**src/rtl/core/mwu_ram.sv**
```systemverilog
`timescale 1ns / 1ps
`default_nettype none
// ----------------------------------------------------------------------------
// mwu_ram
// Simple dual-port RAM, one write and one registered read port.
// ----------------------------------------------------------------------------
module mwu_ram #(
  parameter int unsigned Depth = 256,
  parameter int unsigned Width = 2
) (
  input  wire logic                     clk_i,
  input  wire logic                     we_i,
  input  wire logic [$clog2(Depth)-1:0] waddr_i,
  input  wire logic [Width-1:0]         wdata_i,
  input  wire logic                     re_i,
  input  wire logic [$clog2(Depth)-1:0] raddr_i,
  output logic      [Width-1:0]         rdata_o
);

  logic [Width-1:0] mem [Depth];

  always_ff @(posedge clk_i) begin
    if (we_i) begin
      mem[waddr_i] <= wdata_i;
    end
  end

  always_ff @(posedge clk_i) begin
    if (re_i) begin
      rdata_o <= mem[raddr_i];
    end
  end

endmodule
`default_nettype wire

```
**config.mk**
```make
export PLATFORM = sky130hd
export DESIGN_NAME = mwu_ram
export DESIGN_NICKNAME = d
export VERILOG_FILES = /design/src/rtl/core/mwu_ram.sv
export SDC_FILE = /design/constraint.sdc
export NUM_CORES = 1
export LEC_CHECK = 0
export BUFFER_PORTS_ARGS = -buffer_cell sky130_fd_sc_hd__buf_2
export CORE_UTILIZATION = 55
export CTS_CLUSTER_SIZE = 16
export DETAILED_ROUTE_END_ITERATION = 12
export PLACE_DENSITY = 0.75
export SLEW_MARGIN = 20
export SYNTH_ARGS = -nofsm -noshare
export SYNTH_HDL_FRONTEND = slang
export SYNTH_SLANG_ARGS = --single-unit
```
**constraint.sdc**
```tcl
create_clock -name clk_i -period 2.15 [get_ports clk_i]
set_input_delay 0.43 -clock clk_i [delete_from_list [all_inputs] [get_ports clk_i]]
set_output_delay 0.43 -clock clk_i [all_outputs]
set_load 0.01 [all_outputs]
```
# Yosys cells after proc, flatten, opt, wreduce, memory -nomap -nowiden
# Memories as Yosys holds them, arrays and structs flattened. A register that Yosys moved wholly into a read port is not among the register bits.
# Cells that the tools add are included.
dict set report op_classes {
  muxes 2
}
# cell count
set op_table {}
lappend op_table {{1-bit 2-to-1 mux} 2}
dict set report word_totals {
  regBits 0
  word_cells 3
  in_bits 21
  mem_bits_rw 512
  n_memories 1
  out_inout_bits 2
}
# name words width rd rd_clocked_by_memory_dff write_ports line
set mem_list {}
lappend mem_list {mem 256 2 1 1 1 20} ;# logic [Width-1:0] mem [Depth];

# Depth between registers and ports, before layout
dict set report logic_depth {
  word_depth 2
  mapped_depth 11
  mapped_depth_nobuf 6
}

# Worst setup path after synthesis
# No wires, ideal clock.
dict set report synth_timing {
  path_kind {in2reg}
  start {input raddr_i[0]}
  end {register rdata_o[0], read port of mem, data pin}
  setup_time_ns 0.266
  required_time_ns 1.884
  arrival_ns 2.065
  path_stages 8
  slack_ns -0.181
  n_path_buf 3
  cell_sequence {buf_6 > buf_4 > buf_4 > mux4_2 > a22oi_1 > nand3_1 > a32oi_1 > a211oi_2}
}
# item line
set synth_lines {}
lappend synth_lines {{start: declaration} 16} ;# input wire logic [$clog2(Depth)-1:0] raddr_i,
lappend synth_lines {{end: declaration} 17} ;# output logic [Width-1:0] rdata_o

==> flow_metrics.env <==
export IMPL_fin_crit_ps=2110
export IMPL_leakagePower_uw=0.00806
export IMPL_total_power_uw=21100
export IMPL_ios=23
export IMPL_vias=12348
export IMPL_syn_area_sq_um=21400
export IMPL_grt_usage=0.271
export IMPL_wl_met2_mm=25.3
export IMPL_drv_cap=0
export IMPL_path_cells="mux4_1 -> mux4_2 -> a31o_1 -> o22ai_2 -> a311oi_2"
export IMPL_fmax_mhz=474
export IMPL_start_util=0.563
export IMPL_regToRegSetupSlack_ps=40
export IMPL_critPathRequiredTime_ps=2470
export IMPL_ant_nets=0
export IMPL_hp_class="in2reg"
export IMPL_synth_edf_count=514
export IMPL_setup_viol=0
export IMPL_antenna_found_initial=2
export IMPL_fin_skew_ps=19.0
export IMPL_setup_tns_final_ps=0
export IMPL_rsz0062_at_grt="true"
export IMPL_wl_met3_mm=5.32
export IMPL_grt_overflow=0
export IMPL_fin_nets=1424
export IMPL_tightest_slew_ps=514
export IMPL_first_pass_iters=5
export IMPL_end_kind="flop"
export IMPL_avgViaCountPerCell=6.31
export IMPL_slowest_delay_ps=530
export IMPL_power_density_nw_per_um2=846
export IMPL_synth_warnings=0
export IMPL_n_fill_cell=2607
export IMPL_post_route_drc_count=0
export IMPL_die_area_sq_um=39700
export IMPL_io_buffers=22
export IMPL_core_sq_um=38000
export IMPL_drive_gt1_frac=0.266
export IMPL_clkSinkCount=514
export IMPL_synth_seq_cells=514
export IMPL_top_layer="met4"
export IMPL_synthArstFlopShare=0
export IMPL_ctsHtreeMaxLevel=2
export IMPL_syn_num_nets=1263
export IMPL_ctsHoldBuffers=0
export IMPL_avgSynthCellArea_sq_um=17.2
export IMPL_synth_cells=1242
export IMPL_clockRootBuffer="clkbuf_16"
export IMPL_grt_max_degree=104
export IMPL_synth_flop_cell="edfxtp_1"
export IMPL_peakVddDrop_mv=0.711
export IMPL_wl_per_cell_um=26.3
export IMPL_routed_wl_mm=51.6
export IMPL_cp_start_kind="flop"
export IMPL_critPathKind="reg2reg"
export IMPL_slew_headroom=0.656
export IMPL_crit_fanout=1
export IMPL_synth_seq_area_share=0.721
export IMPL_hold_viol=0
export IMPL_critical_path_slowest_cell="mux4_1"
export IMPL_arrival_ps=2430
export IMPL_finalCritPeriodShare=0.982
export IMPL_post_dp_hpwl_mm=33.5
export IMPL_first_iter_violations=1346
export IMPL_numCtsBuffers=51
export IMPL_die_height_um=199
export IMPL_area_growth_pct=16.5
export IMPL_cts_tree="built"
export IMPL_grt_pass1_wl_mm=77.2
export IMPL_status="finished, final reports clean"
export IMPL_chipWidth_um=199
export IMPL_synth_distinct_cells=50
export IMPL_drv_slew=0
export IMPL_grt_pass1_vias=12685
export IMPL_wl_met1_mm=19.0
export IMPL_rows=71
export IMPL_place_congestion=0.873
export IMPL_worstSkewPairLatency_ps=580
export IMPL_clk_pin_slew_ps=60
export IMPL_clock_path_buffers=3
where the power goes:
part | internal [uW] | leakage [uW] | total (uW) | switching (uW)
Sequential | 11000 | 0.00462 | 11100 | 10.6
Clock | 5020 | 0.000792 | 8680 | 3660
Combinational | 566 | 0.00264 | 1340 | 772
metrics by stage:
step	setup WS, ps	area, sq um	cells	hold slack (ps)	util
2_1_floorplan	-116	21500	1242	529	-
3_3_place_gp	-521	23100	1855	704	0.609
3_5_place_dp	-558	23100	1855	709	0.609
4_1_cts	3.02	24800	1949	111	0.653
5_1_grt	-6.60	24900	1955	120	0.655
6_report	39.2	24900	1957	130	0.656
cell usage after synthesis (7+ instances only):
cell type / n / area share
buf_2: 10 / 0.0023
nor2b_1: 11 / 0.0032
clkbuf_1: 53 / 0.0093
o21ai_1: 7 / 0.0016
o221ai_1: 16 / 0.0065
o21ai_0: 10 / 0.0023
a22o_1: 8 / 0.0033
edfxtp_1: 514 / 0.72
nand2_1: 29 / 0.0051
nand3_1: 27 / 0.0063
a21oi_1: 9 / 0.0021
a211oi_1: 10 / 0.0035
a221oi_1: 7 / 0.0029
mux2i_1: 61 / 0.029
mux2_2: 8 / 0.0042
buf_6: 10 / 0.0053
mux4_2: 82 / 0.086
nand4_1: 9 / 0.0026
buf_12: 8 / 0.0075
o22ai_1: 7 / 0.0020
mux4_1: 20 / 0.025
nor2_1: 268 / 0.047
kinds of logic after synthesis:
group           synth area share
flops                      0.721
simple gates              0.0675
buf+inv                   0.0292
mux                        0.144
compound gates            0.0385
routing by layer:
layer,vias up,GRT usage
met5,-,0
met4,0,0.101
met3,143,0.0535
met2,716,0.444
met1,6242,0.363
li1,5247,-
flip-flops by register name, indices dropped and copies added, names as in the netlist:
| register | count |
|---|---|
| mem | 512 |
| rdata_o | 2 |
area by class of cell:
class / instances / area [sq um] / area share
sequential: 514 / 15400 / 0.619
multi-input combinational: 632 / 5460 / 0.219
timing repair buffer: 198 / 1740 / 0.0699
clock buffer: 62 / 1340 / 0.0537
tap: 511 / 639 / 0.0257
clock inverter: 32 / 288 / 0.0115
inverter: 6 / 22.5 / 0.000904
antenna: 2 / 5.00 / 0.000201
cells in the final DEF (no fill, tap or decap), drive strengths merged, types with 3 or more instances in the layout:
cell	netlist	routed
buf	34	198
nor2	268	268
o221ai	16	16
o22ai	8	8
mux2i	61	61
edfxtp	514	514
a221oi	7	7
nand4	9	9
nand3	27	27
clkinv	0	24
mux4	102	102
a22oi	4	4
bufinv	0	5
and2	3	3
inv	6	7
a21oi	9	9
nor2b	11	11
nand2	29	29
clkbuf	55	62
mux2	8	8
a2111oi	8	8
o31ai	4	4
a211oi	11	11
a22o	8	8
o21ai	17	17
worst paths after layout:
check,from,to,cells after the start
worst max register to register,mem[201][1]$_DFFE_PP_,rdata_o[1]$_DFFE_PP_,5
worst min register to register,mem[96][1]$_DFFE_PP_,rdata_o[1]$_DFFE_PP_,6
worst max-delay path,mem[201][1]$_DFFE_PP_,rdata_o[1]$_DFFE_PP_,5
worst min-delay path,re_i,rdata_o[1]$_DFFE_PP_,1
repair_timing:
item,in CTS,in global routing
buffers inserted,0,6
pin swaps,4,4
resized for setup,5,13
setup endpoints to repair,2,2
worst max-delay path, delay by kind of cell, from the launching register on:
| family | cells | cell delay, ps |
|---|---|---|
| multiplexers | 2 | 1010 |
| AO/OA/AOI/OAI | 3 | 470 |
| flip-flops | 1 | 370 |
No activity file was read; power rests on OpenSTA's default activity.
