==> src/rtl/core/mwu_pkg.sv <==
`timescale 1ns / 1ps
`default_nettype none
// ----------------------------------------------------------------------------
// mwu_pkg
// Shared types, codes and helpers of the memory watchpoint unit.
// ----------------------------------------------------------------------------
package mwu_pkg;

  localparam int unsigned AddrBits   = 16;
  localparam int unsigned TableDepth = 1 << AddrBits;

  typedef logic [AddrBits-1:0] addr_t;
  typedef logic [1:0]          entry_t;

  localparam entry_t MaskRead  = 2'h1;
  localparam entry_t MaskWrite = 2'h2;
  localparam entry_t MaskBoth  = 2'h3;
  localparam entry_t MaskNone  = 2'h0;

  localparam logic [7:0] CountMax = 8'hFF;

  typedef enum logic [2:0] {
    OP_ARM        = 3'd0,
    OP_DISARM     = 3'd1,
    OP_CLEAR_ALL  = 3'd2,
    OP_STEP_BEGIN = 3'd3,
    OP_BUS_ACCESS = 3'd4
  } opcode_e;

  typedef enum logic [1:0] {
    MODE_READ  = 2'd0,
    MODE_WRITE = 2'd1,
    MODE_BOTH  = 2'd2
  } mode_e;

  typedef enum logic [1:0] {
    KIND_FETCH = 2'd0,
    KIND_READ  = 2'd1,
    KIND_WRITE = 2'd2
  } kind_e;

  typedef enum logic [1:0] {
    ST_CLEAR,
    ST_IDLE,
    ST_EXEC
  } state_e;

  typedef struct packed {
    logic        en;
    logic [2:0]  op;
    logic [1:0]  kind;
    addr_t       idx;
    entry_t      entry;
    logic [31:0] seq;
  } win_upd_t;

  typedef struct packed {
    logic        hit_flag;
    logic [15:0] hit_addr;
    logic        hit_write;
    logic [7:0]  count;
    logic [31:0] first_seq;
  } win_state_t;

  function automatic entry_t mode_mask(logic [1:0] mode);
    entry_t m;
    unique case (mode)
      MODE_READ:  m = MaskRead;
      MODE_WRITE: m = MaskWrite;
      MODE_BOTH:  m = MaskBoth;
      default:    m = MaskNone;
    endcase
    return m;
  endfunction

endpackage
`default_nettype wire

==> src/rtl/core/mwu_window.sv <==
`timescale 1ns / 1ps
`default_nettype none
// ----------------------------------------------------------------------------
// mwu_window
// Step window state: hit latch, access counter and first sequence number.
// ----------------------------------------------------------------------------
module mwu_window (
  input  wire logic                clk_i,
  input  wire logic                rst_ni,
  input  wire mwu_pkg::win_upd_t   upd_i,
  output mwu_pkg::win_state_t      state_o
);
  import mwu_pkg::*;

  win_state_t win_q, win_d;
  entry_t     need;

  always_comb begin
    unique case (upd_i.kind)
      KIND_READ:  need = MaskRead;
      KIND_WRITE: need = MaskWrite;
      default:    need = MaskNone;
    endcase
  end

  always_comb begin
    win_d = win_q;
    if (upd_i.en) begin
      unique case (upd_i.op)
        OP_STEP_BEGIN: begin
          win_d = '0;
        end
        OP_BUS_ACCESS: begin
          if (win_q.count == '0) begin
            win_d.first_seq = upd_i.seq;
          end
          if (win_q.count != CountMax) begin
            win_d.count = win_q.count + 8'd1;
          end
          if (!win_q.hit_flag && need != MaskNone && (upd_i.entry & need) == need) begin
            win_d.hit_flag  = 1'b1;
            win_d.hit_addr  = 16'(upd_i.idx);
            win_d.hit_write = (upd_i.kind == KIND_WRITE);
          end
        end
        default: begin
          win_d = win_q;
        end
      endcase
    end
  end

  always_ff @(posedge clk_i or negedge rst_ni) begin
    if (!rst_ni) begin
      win_q <= '0;
    end else begin
      win_q <= win_d;
    end
  end

  assign state_o = win_d;

endmodule
`default_nettype wire

==> config.mk <==
export PLATFORM = sky130hd
export DESIGN_NAME = mwu_window
export DESIGN_NICKNAME = d
export VERILOG_FILES = /design/src/rtl/core/mwu_pkg.sv /design/src/rtl/core/mwu_window.sv
export SDC_FILE = /design/constraint.sdc
export NUM_CORES = 1
export LEC_CHECK = 0
export BUFFER_PORTS_ARGS = -buffer_cell sky130_fd_sc_hd__buf_2
export CORE_ASPECT_RATIO = 0.8
export CORE_UTILIZATION = 42
export CTS_CLUSTER_DIAMETER = 150
export DETAILED_ROUTE_END_ITERATION = 8
export MAX_ROUTING_LAYER = met4
export PLACE_DENSITY_LB_ADDON = 0.12
export SYNTH_ARGS = -nofsm -noshare
export SYNTH_HDL_FRONTEND = slang
export SYNTH_SLANG_ARGS = --single-unit
export TNS_END_PERCENT = 30
==> constraint.sdc <==
create_clock -name clk_i -period 3.7 [get_ports clk_i]
set_input_delay 0.74 -clock clk_i [delete_from_list [all_inputs] [get_ports clk_i]]
set_output_delay 0.74 -clock clk_i [all_outputs]
set_load 0.02 [all_outputs]
# After elaboration in Yosys (flattened, before gate mapping)
# Cells that the tools add are included.
dict set report word_totals {
  ff_bits 58
  in_bits 58
  out_inout_bits 58
  word_cells 24
}
dict set report classes {
  n_addsub 1
  n_eq_ne 6
  muxes 6
  n_bitwise 1
  reduce_logical 5
}
# cell n
set ops {}
lappend ops {{$pmux 58 s2} 1}
lappend ops {{$mux 58} 1}
lappend ops {{$mux 32} 1}
lappend ops {{$mux 18} 1}
lappend ops {{$add 8x1->8 const B} 1}
lappend ops {{$logic_not 8->1} 1}
lappend ops {{$mux 8} 1}
lappend ops {{$ne 8x8->1 const B} 1}
lappend ops {{$pmux 2 s2} 1}
lappend ops {{$eq 3x2->1 const B} 1}
lappend ops {{$eq 3x3->1 const B} 1}
lappend ops {{$and 2x2->2} 1}
lappend ops {{$eq 2x1->1 const B} 1}
lappend ops {{$eq 2x2->1} 1}
lappend ops {{$eq 2x2->1 const B} 1}
lappend ops {{$logic_and 1x1->1} 2}
lappend ops {{$reduce_bool 2->1} 1}
lappend ops {{$logic_not 1->1} 1}

# Logic depth before layout (Yosys ltp)
dict set report logic_depth {
  depth_word 8
  mapped_depth 8
  ltp_nobuf 5
}

# Least setup slack after synthesis
# No wires, ideal clock.
dict set report synth_timing {
  kind {input port to output port}
  from {input port upd_i[50] (netlist bit)}
  to {output port state_o[48] (netlist bit)}
  arrival_time_ns 2.151
  required_ns 2.960
  setup_slack_ns 0.809
  path_stages 7
  path_buffers 2
  cell_sequence {inv_1 -> ha_1 -> nor2_1 -> o2111ai_1 -> buf_2 -> buf_2 -> mux2i_1}
}
# item line_no
set synth_rtl {}
lappend synth_rtl {{from (decl)} mwu_window.sv:10} ;# input wire mwu_pkg::win_upd_t upd_i,
lappend synth_rtl {{to (decl)} mwu_window.sv:11} ;# output mwu_pkg::win_state_t state_o

==> impl_results.md <==
- Clock buffer count from CTS: 9
- Vias: 2414
- CTS tree: yes
- Number of I/O port buffers: ~120
- Area leader, netlist: dfrtp_1
- Clock Latency Late Sink: between 0.3 and 0.4 ns
- Clk root buf: clkbuf_8
- Placed Cells: around 440
- Syn Inst Count: ~260
- # setup viols final: 0
- Synth Register Bits: 58
- Dpl cell area: around 3500 um^2
- Sink Count: 58
- Mapped Nets: 320
- Fin. max-slew vios: 0
- Crit path DAT: 2.54 ns
- Flip-flop count of the largest register after layout: just under 60
- Crit path max fanout: 32
- First-pass GRT wire length: about 12000 um
- Post-Syn Area: about 2900 um^2
- Synth Flop Type: dfrtp_1
- Starting density of the core: 44.6%
- Post-synthesis sequential area ratio: between 40% and 50%
- Outcome: complete, no violations
- Grt ovf: 0
- Max-Cap Viols: 0
- Die Ht: ~77 um
- Setup TNS Final: 0 ns
- Die area: ~7300 um^2
- DR iter-0 viols: approximately 120
- # Post-CTS Setup Buffers: 0
- Worst hold path type: primary input to async pin
- Critical path required time: slightly below 3 ns
- Area contributors post-synth: dfrtp_1, a221o_1, o211a_1
- Slew margin rel.: between 30% and 40%
- Most frequent cell after synthesis: dfrtp_1
- Max VDD drop: 324 uV
- Remaining DRCs: 0
- Post-CTS sizing: 0
- Non-filler cells, final: between 400 and 500
- Regs by FF count: win_q x58
- Slew @ Worst Pin: 0.977 ns
- Avg Cell Area, Syn: between 10 and 15 um^2
- Final WL: between 7000 and 8000 um
- Share of cells above drive strength 1: between 30% and 40%
- Async set or reset register ratio after synthesis: between 90% and 100%
- P&R area growth vs syn: 26.5%
- WS Path Type: register to output pin
- Area share of the largest cell type after synthesis: between 40 and 50%
- HPWL after DPL: approximately 4600 um
- EDFF count, synth: 0
- Power per cell area: between 600 and 700 nW/um^2
- Post-synth top cells: dfrtp_1, inv_1, nand2_1, a221o_1, o211a_1
- Biggest register: win_q
- Post-route ant nets: 0
- DR pass1 iterations: 4
- Die X: between 90 and 100 um
- Area occupied by multi-input gates: between 1000 and 1500 um^2
- Yosys Warn Count: 0
- Ports: 116
- FF+latch area: 1450 um^2
- Cell variety after synth: 34
- Final Skew: around 0.0058 ns
- Finished Cell Area: approximately 3700 um^2
- Avg Vias per Cell: roughly 5.3
- # H-tree levels: 3
- Total GRT Usage: 21.2%
- Layout Nets: 432
- Fmax: about 0.30 GHz
- Antenna fix cells: 0
- Initial antenna violation count: 0
- Fillcell total: between 600 and 700
- Num rows: 26
- Core area: around 6600 um^2
- WL/cell: ~15 um
- Clock slew seen by the registers of the worst setup and hold paths: 0.07 ns
- CTS hold repair buffers: 0
- Largest net degree at the start of global routing: 35
- Leakage dissipation: around 2.4 nW
- Setup repair after global routing missed its margin: false
- GP Congestion: about 0.77
- CTS Buffer Depth: 2
- Crit share post-route: ~89%
- Crit start category: register
- Final Hold Viols: 0
- Crit path capture type: output pin
- Vias in the first global route: about 2400
- Total Power: about 2.3 mW
- Tmin final: 3.28 ns
[critical path, cell delays in order, from the launching register on]
cell      delay [ns]
dfrtp_1         0.43
inv_1           0.07
ha_1            0.14
or4b_1          0.47
and4bb_1        0.28
buf_4           0.35
mux2i_1         0.27
buf_2           0.19
[layout by cell type (no fill, tap or decap), types with 2 or more instances in the layout]
cell type   instances
a221o_1            27
and3_1              2
and4_1              3
buf_2             115
buf_4               7
clkbuf_8           10
clkinv_2            3
clkinvlp_4          2
dfrtp_1            58
ha_1                5
inv_1              29
mux2i_1            26
nand2_1            29
nand3_1             3
nand4_1             3
nor2_1              3
o211a_1            27
o211ai_1            2
o21ai_0             2
[metal layers]
| metal | vias to the layer above | GRT usage (%) | wire [um] |
|---|---|---|---|
| met5 | - | - | 0 |
| met4 | 0 | 6.27 | 79 |
| met3 | 8 | 8.33 | 595 |
| met2 | 85 | 30.4 | 3080 |
| met1 | 1147 | 27.7 | 3330 |
| li1 | 1174 | - | - |
[final timing paths]
path                       slack, ns  startpoint  cells past startpoint           to
setup / recovery                0.42   win_q[32]                      7  state_o[27]
hold / removal                  0.48      rst_ni                      1    win_q[36]
setup reg to reg                1.60   win_q[32]                      6    win_q[27]
hold reg to reg                 0.50   win_q[57]                      2    win_q[57]
max in group asynchronous       2.39      rst_ni                      2    win_q[39]
min in group clk_i              0.50   win_q[57]                      2    win_q[57]
[final cells by class]
cell class	instances	share of cell area, %
clock buffers	11	3.82
multi-input cells	149	33.5
clock inverters	5	0.810
flip-flops and latches	58	39.2
well taps	84	2.84
repair buffers	122	16.9
inverters	29	2.94
[per-stage QoR]
stage                     hold slack [ns]  worst slack [ns]  utilization [%]
after global routing                0.526             0.230             56.4
final                               0.481             0.417             56.4
after floorplan                     0.444             0.809                -
after CTS                           0.505             0.398             56.4
after global placement              0.486             0.558             53.8
after detailed placement            0.487             0.533             53.8
[power breakdown]
group / internal (mW) / switching, mW / leakage (nW)
sequential: 0.825 / 0.100 / 0.774
clock: 0.257 / 0.255 / 0.0851
combinational: 0.333 / 0.567 / 1.59
[cells by family after synthesis]
logic type	after synthesis	share of synthesized area [%]
AND/OR/NAND/NOR	54	9.78
buffers and inverters	50	8.62
flip-flops	58	49.5
multiplexers	27	9.27
AO/OA/AOI/OAI	63	20.7
adder cells (fa/ha/maj)	5	2.13
No activity file was read; power rests on OpenSTA's default activity.
